### config.mk
export PLATFORM = sky130hd
export DESIGN_NAME = cubic_bezier_segment_flattener
export DESIGN_NICKNAME = d
export VERILOG_FILES = /design/src/cbsf_pkg.sv /design/src/cbsf_datapath.sv /design/src/cbsf_ctrl.sv /design/src/cubic_bezier_segment_flattener.sv
export SDC_FILE = /design/constraint.sdc
export NUM_CORES = 2
export LEC_CHECK = 0
export ABC_CLOCK_PERIOD_IN_PS = 12900
export BUFFER_PORTS_ARGS = -buffer_cell sky130_fd_sc_hd__buf_2
export CAP_MARGIN = 20
export CORE_ASPECT_RATIO = 1.5
export CORE_UTILIZATION = 50
export DETAILED_ROUTE_END_ITERATION = 8
export PLACE_DENSITY = 0.66
export SYNTH_ARGS = -nofsm -noshare
export SYNTH_HDL_FRONTEND = slang
export SYNTH_SLANG_ARGS = --single-unit
### constraint.sdc
create_clock -name clk -period 12.9 [get_ports clk]
set_input_delay 1.935 -clock clk [delete_from_list [all_inputs] [get_ports clk]]
set_output_delay 1.935 -clock clk [all_outputs]
set_load 0.05 [all_outputs]
### src/cbsf_pkg.sv
// shared constants and types of the cubic bezier segment flattener
package cbsf_pkg;

  localparam int COORD_BITS    = 11;
  localparam int MAX_STEPS     = 64;
  localparam int MESH_BITS     = 7;
  localparam logic [MESH_BITS-1:0] MESH_RESET = 7'd16;
  localparam int STEP_BITS     = $clog2(MAX_STEPS + 1);
  localparam int SQ_BITS       = $clog2(MAX_STEPS * MAX_STEPS + 1);
  localparam int CUBE_BITS     = $clog2(MAX_STEPS * MAX_STEPS * MAX_STEPS + 1);
  localparam int ACC_BITS      = COORD_BITS + CUBE_BITS;
  localparam int MAC_TERMS     = 4;
  localparam int MAC_SEL_BITS  = $clog2(MAC_TERMS);
  localparam int DIV_STEPS     = COORD_BITS;
  localparam int DIV_CNT_BITS  = $clog2(DIV_STEPS);
  localparam int IN_DATA_BITS  = ((8 * COORD_BITS + 7) / 8) * 8;
  localparam int OUT_DATA_BITS = ((2 * COORD_BITS + 7) / 8) * 8;

  typedef enum logic [3:0] {
    S_IDLE,
    S_SQR,
    S_CUBE,
    S_CHECK,
    S_ADV,
    S_WGT,
    S_MAC,
    S_DIV,
    S_EMIT,
    S_FINAL
  } state_t;

  typedef struct packed {
    logic                    load;
    logic                    sqr;
    logic                    cube;
    logic                    adv;
    logic                    wgt;
    logic                    mac;
    logic [MAC_SEL_BITS-1:0] mac_sel;
    logic                    div;
    logic                    emit;
    logic                    fin;
  } cmd_t;

  typedef struct packed {
    logic more;
    logic out_free;
  } sts_t;

endpackage

### src/cbsf_datapath.sv
// datapath: mesh register, bernstein weights, multiply-accumulate, divider, output register
module cbsf_datapath
  import cbsf_pkg::*;
(
  input  logic                     clk,
  input  logic                     rst_n,
  input  cmd_t                     cmd,
  output sts_t                     sts,
  input  logic                     cfg_valid,
  input  logic [MESH_BITS-1:0]     cfg_data,
  input  logic [IN_DATA_BITS-1:0]  in_data,
  output logic                     out_valid,
  input  logic                     out_ready,
  output logic [OUT_DATA_BITS-1:0] out_data,
  output logic                     out_last
);

  logic [MESH_BITS-1:0]  mesh_r;
  logic [STEP_BITS-1:0]  n_clamp;
  logic [STEP_BITS-1:0]  n_r;
  logic [STEP_BITS-1:0]  k_r, u_r;
  logic [SQ_BITS-1:0]    k2_r, u2_r;
  logic [CUBE_BITS-1:0]  k3_r, u3_r;
  logic [CUBE_BITS-1:0]  w1_r, w2_r;
  logic [CUBE_BITS-1:0]  den_r;
  logic [COORD_BITS-1:0] px_r [MAC_TERMS];
  logic [COORD_BITS-1:0] py_r [MAC_TERMS];
  logic [ACC_BITS-1:0]   acc_x_r, acc_y_r;
  logic [ACC_BITS-1:0]   ds_r;
  logic [COORD_BITS-1:0] q_x_r, q_y_r;
  logic                  out_valid_r;
  logic [COORD_BITS-1:0] out_x_r, out_y_r;
  logic                  out_last_r;
  logic [CUBE_BITS-1:0]  wsel;
  logic [ACC_BITS-1:0]   prod_x, prod_y;
  logic                  ge_x, ge_y;
  logic                  out_free;

  // zero steps behaves as one, large counts saturate
  always_comb begin
    priority if (mesh_r == '0) begin
      n_clamp = STEP_BITS'(1);
    end else if (mesh_r > MESH_BITS'(MAX_STEPS)) begin
      n_clamp = STEP_BITS'(MAX_STEPS);
    end else begin
      n_clamp = STEP_BITS'(mesh_r);
    end
  end

  always_ff @(posedge clk) begin
    if (!rst_n) begin
      mesh_r <= MESH_RESET;
    end else if (cfg_valid) begin
      mesh_r <= cfg_data;
    end
  end

  always_comb begin
    unique case (cmd.mac_sel)
      2'd0:    wsel = u3_r;
      2'd1:    wsel = w1_r;
      2'd2:    wsel = w2_r;
      default: wsel = k3_r;
    endcase
  end

  assign prod_x = ACC_BITS'(px_r[cmd.mac_sel]) * ACC_BITS'(wsel);
  assign prod_y = ACC_BITS'(py_r[cmd.mac_sel]) * ACC_BITS'(wsel);
  assign ge_x   = acc_x_r >= ds_r;
  assign ge_y   = acc_y_r >= ds_r;

  always_ff @(posedge clk) begin
    if (cmd.load) begin
      for (int i = 0; i < MAC_TERMS; i++) begin
        px_r[i] <= in_data[2*i*COORD_BITS +: COORD_BITS];
        py_r[i] <= in_data[(2*i+1)*COORD_BITS +: COORD_BITS];
      end
      n_r  <= n_clamp;
      u_r  <= n_clamp;
      k_r  <= '0;
      k2_r <= '0;
      k3_r <= '0;
    end
    if (cmd.sqr) begin
      u2_r <= SQ_BITS'(n_r) * SQ_BITS'(n_r);
    end
    if (cmd.cube) begin
      u3_r  <= CUBE_BITS'(u2_r) * CUBE_BITS'(u_r);
      den_r <= CUBE_BITS'(u2_r) * CUBE_BITS'(u_r);
    end
    // step k up and u down by forward differences of squares and cubes
    if (cmd.adv) begin
      k_r  <= k_r + STEP_BITS'(1);
      k2_r <= k2_r + SQ_BITS'({k_r, 1'b0}) + SQ_BITS'(1);
      k3_r <= k3_r + CUBE_BITS'(3 * k2_r) + CUBE_BITS'(3 * k_r) + CUBE_BITS'(1);
      u_r  <= u_r - STEP_BITS'(1);
      u2_r <= u2_r - SQ_BITS'({u_r, 1'b0}) + SQ_BITS'(1);
      u3_r <= u3_r - CUBE_BITS'(3 * u2_r) + CUBE_BITS'(3 * u_r) - CUBE_BITS'(1);
    end
    if (cmd.wgt) begin
      w1_r    <= CUBE_BITS'(3 * u2_r * k_r);
      w2_r    <= CUBE_BITS'(3 * u_r * k2_r);
      acc_x_r <= '0;
      acc_y_r <= '0;
      ds_r    <= ACC_BITS'(den_r) << (COORD_BITS - 1);
    end
    if (cmd.mac) begin
      acc_x_r <= acc_x_r + prod_x;
      acc_y_r <= acc_y_r + prod_y;
    end
    // restoring division, one quotient bit a cycle, msb first
    if (cmd.div) begin
      acc_x_r <= ge_x ? acc_x_r - ds_r : acc_x_r;
      acc_y_r <= ge_y ? acc_y_r - ds_r : acc_y_r;
      q_x_r   <= {q_x_r[COORD_BITS-2:0], ge_x};
      q_y_r   <= {q_y_r[COORD_BITS-2:0], ge_y};
      ds_r    <= ds_r >> 1;
    end
  end

  assign out_free = !out_valid_r || out_ready;

  always_ff @(posedge clk) begin
    if (!rst_n) begin
      out_valid_r <= 1'b0;
    end else if (cmd.emit || cmd.fin) begin
      out_valid_r <= 1'b1;
    end else if (out_ready) begin
      out_valid_r <= 1'b0;
    end
  end

  always_ff @(posedge clk) begin
    if (cmd.emit) begin
      out_x_r    <= q_x_r;
      out_y_r    <= q_y_r;
      out_last_r <= 1'b0;
    end else if (cmd.fin) begin
      out_x_r    <= px_r[MAC_TERMS-1];
      out_y_r    <= py_r[MAC_TERMS-1];
      out_last_r <= 1'b1;
    end
  end

  assign sts.more     = ({1'b0, k_r} + (STEP_BITS+1)'(1)) < {1'b0, n_r};
  assign sts.out_free = out_free;

  assign out_valid = out_valid_r;
  assign out_data  = OUT_DATA_BITS'({out_y_r, out_x_r});
  assign out_last  = out_last_r;

endmodule

### src/cbsf_ctrl.sv
// controller: sequences setup, per-point weights, accumulate, divide and emit
module cbsf_ctrl
  import cbsf_pkg::*;
(
  input  logic clk,
  input  logic rst_n,
  input  logic in_valid,
  output logic in_ready,
  input  sts_t sts,
  output cmd_t cmd
);

  state_t                  state_r, state_nxt;
  logic [MAC_SEL_BITS-1:0] mac_cnt_r, mac_cnt_nxt;
  logic [DIV_CNT_BITS-1:0] div_cnt_r, div_cnt_nxt;

  always_ff @(posedge clk) begin
    if (!rst_n) begin
      state_r   <= S_IDLE;
      mac_cnt_r <= '0;
      div_cnt_r <= '0;
    end else begin
      state_r   <= state_nxt;
      mac_cnt_r <= mac_cnt_nxt;
      div_cnt_r <= div_cnt_nxt;
    end
  end

  always_comb begin
    state_nxt   = state_r;
    mac_cnt_nxt = mac_cnt_r;
    div_cnt_nxt = div_cnt_r;
    cmd         = '0;
    cmd.mac_sel = mac_cnt_r;
    in_ready    = 1'b0;
    unique case (state_r)
      S_IDLE: begin
        in_ready = 1'b1;
        if (in_valid) begin
          cmd.load  = 1'b1;
          state_nxt = S_SQR;
        end
      end
      S_SQR: begin
        cmd.sqr   = 1'b1;
        state_nxt = S_CUBE;
      end
      S_CUBE: begin
        cmd.cube  = 1'b1;
        state_nxt = S_CHECK;
      end
      S_CHECK: begin
        state_nxt = sts.more ? S_ADV : S_FINAL;
      end
      S_ADV: begin
        cmd.adv   = 1'b1;
        state_nxt = S_WGT;
      end
      S_WGT: begin
        cmd.wgt     = 1'b1;
        mac_cnt_nxt = '0;
        state_nxt   = S_MAC;
      end
      S_MAC: begin
        cmd.mac = 1'b1;
        if (mac_cnt_r == MAC_SEL_BITS'(MAC_TERMS - 1)) begin
          div_cnt_nxt = '0;
          state_nxt   = S_DIV;
        end else begin
          mac_cnt_nxt = mac_cnt_r + MAC_SEL_BITS'(1);
        end
      end
      S_DIV: begin
        cmd.div = 1'b1;
        if (div_cnt_r == DIV_CNT_BITS'(DIV_STEPS - 1)) begin
          state_nxt = S_EMIT;
        end else begin
          div_cnt_nxt = div_cnt_r + DIV_CNT_BITS'(1);
        end
      end
      S_EMIT: begin
        if (sts.out_free) begin
          cmd.emit  = 1'b1;
          state_nxt = S_CHECK;
        end
      end
      S_FINAL: begin
        if (sts.out_free) begin
          cmd.fin   = 1'b1;
          state_nxt = S_IDLE;
        end
      end
      default: begin
        state_nxt = S_IDLE;
      end
    endcase
  end

  // the output register must never be overwritten while it still holds a point that has not been taken
  a_write_when_free: assert property (@(posedge clk) disable iff (!rst_n)
    (cmd.emit || cmd.fin) |-> sts.out_free)
    else $error("output written while occupied");

  a_load_starts_setup: assert property (@(posedge clk) disable iff (!rst_n)
    cmd.load |=> (state_r == S_SQR))
    else $error("segment load not followed by setup");

  a_div_count_bound: assert property (@(posedge clk) disable iff (!rst_n)
    (state_r == S_DIV) |-> (div_cnt_r <= DIV_CNT_BITS'(DIV_STEPS - 1)))
    else $error("divider step count out of range");

  a_final_after_points: assert property (@(posedge clk) disable iff (!rst_n)
    ((state_r == S_CHECK) && !sts.more) |=> (state_r == S_FINAL))
    else $error("end point not emitted after interior points");

endmodule

### src/cubic_bezier_segment_flattener.sv
// top level of the cubic bezier segment flattener
// One request carries a cubic segment (start, two control points, end); the block answers
// with N points, N the mesh step count (0 counts as 1, above 64 as 64): B(k/N) for
// k = 1..N-1, each coordinate floor-divided exactly from the value scaled by N^3, then the
// end point itself with tlast set. Setup loads the segment and forms N^2 and N^3; each
// interior point runs check, advance, weights, four-term multiply-accumulate, 11-step
// restoring divide and emit, and the end point runs check and final. The divider, one
// quotient bit per cycle, sets the point rate unless the output stalls the emit. The next
// segment is taken once the end point sits in the output register, even before collection.
module cubic_bezier_segment_flattener
  import cbsf_pkg::*;
(
  input  logic                     clk,
  input  logic                     rst_n,
  input  logic                     cfg_valid,
  output logic                     cfg_ready,
  input  logic [MESH_BITS-1:0]     cfg_data,
  input  logic                     in_tvalid,
  output logic                     in_tready,
  // start_x, start_y, ctrl_one_x, ctrl_one_y, ctrl_two_x, ctrl_two_y, finish_x, finish_y
  input  logic [IN_DATA_BITS-1:0]  in_tdata,
  output logic                     out_tvalid,
  input  logic                     out_tready,
  // point_x, point_y, zero fill
  output logic [OUT_DATA_BITS-1:0] out_tdata,
  output logic                     out_tlast
);

  cmd_t cmd;
  sts_t sts;

  assign cfg_ready = 1'b1;

  cbsf_ctrl u_ctrl (
    .clk      (clk),
    .rst_n    (rst_n),
    .in_valid (in_tvalid),
    .in_ready (in_tready),
    .sts      (sts),
    .cmd      (cmd)
  );

  cbsf_datapath u_datapath (
    .clk       (clk),
    .rst_n     (rst_n),
    .cmd       (cmd),
    .sts       (sts),
    .cfg_valid (cfg_valid),
    .cfg_data  (cfg_data),
    .in_data   (in_tdata),
    .out_valid (out_tvalid),
    .out_ready (out_tready),
    .out_data  (out_tdata),
    .out_last  (out_tlast)
  );

endmodule
==> results.txt <==
The data required time of the worst path is 13.25 ns. The number of vias after detailed routing was 34300; the initial antenna violation count was 0. The number of placed I/O pins came out at 128.

The per-instance average area after synthesis came out at 9.60 µm². Via count of the first global-routing pass: 36200. Subtracting the final worst setup slack from the clock period gives 7.52 ns.

Die outline area: 94100 µm². TritonCTS created 46 clock buffers. The final number of hold-violating endpoints is 0, and the post-synthesis mux area share is 2.33%.

Input and output buffers added on the ports amount to 124. Entering global routing, the biggest net connects 89 pins. The final number of setup-violating endpoints is 0. Wires add up to 130000 µm.

TritonCTS built the clock tree. The root buffer cell chosen for the clock tree is sky130_fd_sc_hd__clkbuf_16. For the final HPWL from detailed placement, the log shows 104000 µm. The DRC violation total after the first TritonRoute iteration was 2110; the number of cell rows was 136. In this run, synthesis inferred 363 flip-flops with an integrated enable.

Floorplan die height: 375 µm. The first global-routing pass estimated 200000 µm of wire. In this run the biggest area consumer among cell types represents 26.3% of the synthesized area. Adding up every negative setup slack in the final design gives 0 ns.

For this configuration, the core starts out at a cell density of 50.6%. For this run, asynchronously set or reset flops after synthesis account for 0%. Once the clock tree was built, the resizer swapped 0 gates to a different size. After synthesis the cells add up to 46400 µm².

The setup fix buffers added after clock tree synthesis was 0; the area share of fa/ha/maj cells after synthesis was 37.8%. For the max-slew violation count, the log shows 0. After clock tree synthesis, the clock-pin slew on the worst setup and hold paths is 0.06 ns. After detailed routing, the average wire length per cell comes to 21.3 µm.

By area, the combinational part of the netlist is dominated by adder cells. Final global-route overflow total: 0. The synthesized netlist devotes 13.0% of its cell area to simple gates. For the sequential element share of the synthesized area, the log shows 24.4%.

The post-synthesis to final-layout area growth was 7.79%; the post-synthesis cell count was 4834. The first detailed-routing pass ran for 9 iterations. The tools report the sort of element at the end of the critical path as a register.

STA puts the critical path data arrival time at 7.88 ns. The startpoint type of the worst setup path was a register. In the routed design, unresolved DRC markers number 0. The run finished with clean final reports. The largest fanout on the critical path works out to 19. After synthesis the netlist holds a flip-flop and latch count of 384. Once detail routing completed, the nets flagged for antenna violations numbered 0. The post-detailed-route via-to-cell ratio works out to 5.61. The tools report the remaining max-slew budget at the tightest pin as 20.3%. The tools report the overall fraction of global-route tracks in use as 28.2%. In the post-synthesis netlist, the biggest area contributors are sky130_fd_sc_hd__fa_1 (26%), sky130_fd_sc_hd__edfxtp_1 (23%), sky130_fd_sc_hd__ha_1 (12%), sky130_fd_sc_hd__inv_1 (7.5%), sky130_fd_sc_hd__nand2_1 (5.1%). Derived from the worst setup path, the maximum achievable clock frequency is 133 MHz. The later pin in the worst-skew pair is clocked with a latency of 0.63 ns.

The slew at the pin closest to its max-slew limit is 1.19 ns, and the xor/xnor share of the synthesized area is 4.30%. The tools report the clock tree skew after final layout as 0.0253 ns. For this run, the leading register cell type out of synthesis is sky130_fd_sc_hd__edfxtp_1. The total number of clock tree sinks was 384; the compound-gate portion of the synthesized area was 9.29%.

The synthesized netlist contains 80 unique library cells. The count of synthesis-stage warnings from yosys came out at 0. By startpoint and endpoint, the worst setup path is classified as register to register. The count of inserted antenna diode cells is 0, and the count of nets after finishing is 6037. The combined flip-flop and latch cell area was 11300 µm². The worst hold path belongs to the class register to register. The fraction of final layout cells with drive strength greater than 1 was 7.03%. Setup repair after global routing left no endpoint under its margin.

Top cell type by total area after synthesis: sky130_fd_sc_hd__fa_1. The H-tree was split into 2 levels. Dividing the final minimum period by the clock period gives 58.3%. Counting the fill cells in the layout gives 8239. The deepest clock path buffer count was 3. The core region is 91700 µm². The logs give 0.941 for the routability congestion estimate from global placement and 0 for the max capacitance violation total.

The multi-input combinational cell area was 31100 µm²; the number of buffers added to fix hold violations after cts was 0. Measured along the x axis, the die boundary spans 251 µm.
## worst max-delay path: stages, from the launching register on
cell and delay [ns]:
sky130_fd_sc_hd__dfxtp_1 0.33, sky130_fd_sc_hd__inv_1 0.13, sky130_fd_sc_hd__ha_1 0.61, sky130_fd_sc_hd__a222oi_1 0.23, sky130_fd_sc_hd__nor2b_1 0.22, sky130_fd_sc_hd__a21oi_1 0.18, sky130_fd_sc_hd__buf_4 0.31, sky130_fd_sc_hd__nand2_1 0.13
sky130_fd_sc_hd__fa_1 0.52, sky130_fd_sc_hd__fa_1 0.52, sky130_fd_sc_hd__inv_1 0.06, sky130_fd_sc_hd__fa_1 0.51, sky130_fd_sc_hd__fa_1 0.50, sky130_fd_sc_hd__inv_1 0.05, sky130_fd_sc_hd__fa_1 0.48, sky130_fd_sc_hd__inv_1 0.05
sky130_fd_sc_hd__ha_1 0.37, sky130_fd_sc_hd__a21o_1 0.21, sky130_fd_sc_hd__nand4_1 0.08, sky130_fd_sc_hd__nor4b_1 0.24, sky130_fd_sc_hd__o211ai_1 0.20, sky130_fd_sc_hd__nand2_1 0.12, sky130_fd_sc_hd__o21ai_0 0.13, sky130_fd_sc_hd__o41ai_1 0.54
sky130_fd_sc_hd__o21ai_0 0.23, sky130_fd_sc_hd__xnor2_1 0.18, sky130_fd_sc_hd__o22ai_1 0.09
## state kept, by name, summed over array words and instances (netlist names), 11 cells and up, named ones only
signal	count
u_datapath.acc_x_r	30
u_datapath.acc_y_r	30
u_datapath.den_r	19
u_datapath.ds_r	29
u_datapath.k2_r	13
u_datapath.k3_r	19
u_datapath.out_x_r	11
u_datapath.out_y_r	11
u_datapath.px_r	44
u_datapath.py_r	44
u_datapath.q_x_r	11
u_datapath.q_y_r	11
u_datapath.u2_r	13
u_datapath.u3_r	19
u_datapath.w1_r	19
u_datapath.w2_r	19
## cells by family (layout without fill, tap and decap cells)
logic type / after synthesis / in the layout
buffers and inverters: 1089 / 1189
other: 2 / 3
AOI/OAI and AO/OA: 667 / 667
muxes: 83 / 83
and+or+nand+nor: 1344 / 1344
adders and majority gates: 1037 / 1037
DFF: 384 / 384
xor gates and xnor gates: 228 / 228
## routing by layer
layer	vias to the layer above	GRT usage, %	wire length, µm
met5	-	0	0
met4	0	23.0	12300
met3	443	3.24	5650
met2	1085	51.0	67600
met1	17100	29.2	44600
li1	15700	-	-
## cell usage in the layout (no fill, tap or decap), drive strengths merged, types with 35 or more instances in the layout
cell / instances
o22ai: 39
mux2: 39
nor3: 48
a21oi: 177
nand2: 632
o21a: 35
clkbuf: 56
edfxtp: 363
ha: 428
buf: 175
xnor2: 139
inv: 930
nand2b: 57
fa: 609
o21ai: 163
and2: 134
xor2: 89
a21o: 64
nor2b: 63
nand3: 37
nor2: 286
## synth_stat cells, types with 48 or more instances
master and instances:
sky130_fd_sc_hd__o21ai_0 154, sky130_fd_sc_hd__nand2_1 632, sky130_fd_sc_hd__and2_1 134, sky130_fd_sc_hd__nor2_1 286, sky130_fd_sc_hd__ha_1 428, sky130_fd_sc_hd__fa_1 609
sky130_fd_sc_hd__inv_1 927, sky130_fd_sc_hd__xor2_1 89, sky130_fd_sc_hd__nand2b_1 57, sky130_fd_sc_hd__nor3_1 48, sky130_fd_sc_hd__edfxtp_1 363, sky130_fd_sc_hd__clkbuf_1 144
sky130_fd_sc_hd__a21oi_1 176, sky130_fd_sc_hd__a21o_1 64, sky130_fd_sc_hd__nor2b_1 63, sky130_fd_sc_hd__xnor2_1 139
## worst paths after layout
path | from | to | slack [ns] | cells past startpoint
setup / recovery | u_ctrl.mac_cnt_r[0] | u_datapath.acc_y_r[28] | 5.38 | 26
hold / removal | u_datapath.q_y_r[7] | u_datapath.q_y_r[8] | 0.44 | 0
setup reg to reg | u_ctrl.mac_cnt_r[0] | u_datapath.acc_y_r[28] | 5.38 | 26
hold reg to reg | u_datapath.q_y_r[7] | u_datapath.q_y_r[8] | 0.44 | 0
## final cells by class
type	count	area share, %
clock buffers	56	2.42
clock inverters	27	0.948
inverters	931	6.99
multi-input cells	3362	62.1
flip-flops and latches	384	22.6
well taps	1173	2.93
repair buffers	175	2.01
## metrics by stage
stage | util [%] | hold WS, ns | std cells | cell area [µm²] | setup WS, ns
finish | 54.5 | 0.444 | 6108 | 50000 | 5.38
global route | 54.5 | 0.446 | 6108 | 50000 | 4.90
CTS | 54.5 | 0.439 | 6107 | 50000 | 5.45
detailed placement | 52.7 | 0.431 | 6024 | 48300 | 5.51
global placement | 52.7 | 0.428 | 6024 | 48300 | 5.63
floorplan | - | 0.422 | 4835 | 46400 | 6.01
Power is left out: the tool's default activity adds up to more than one toggle a clock period on the data nets, which glitch-free logic cannot reach.
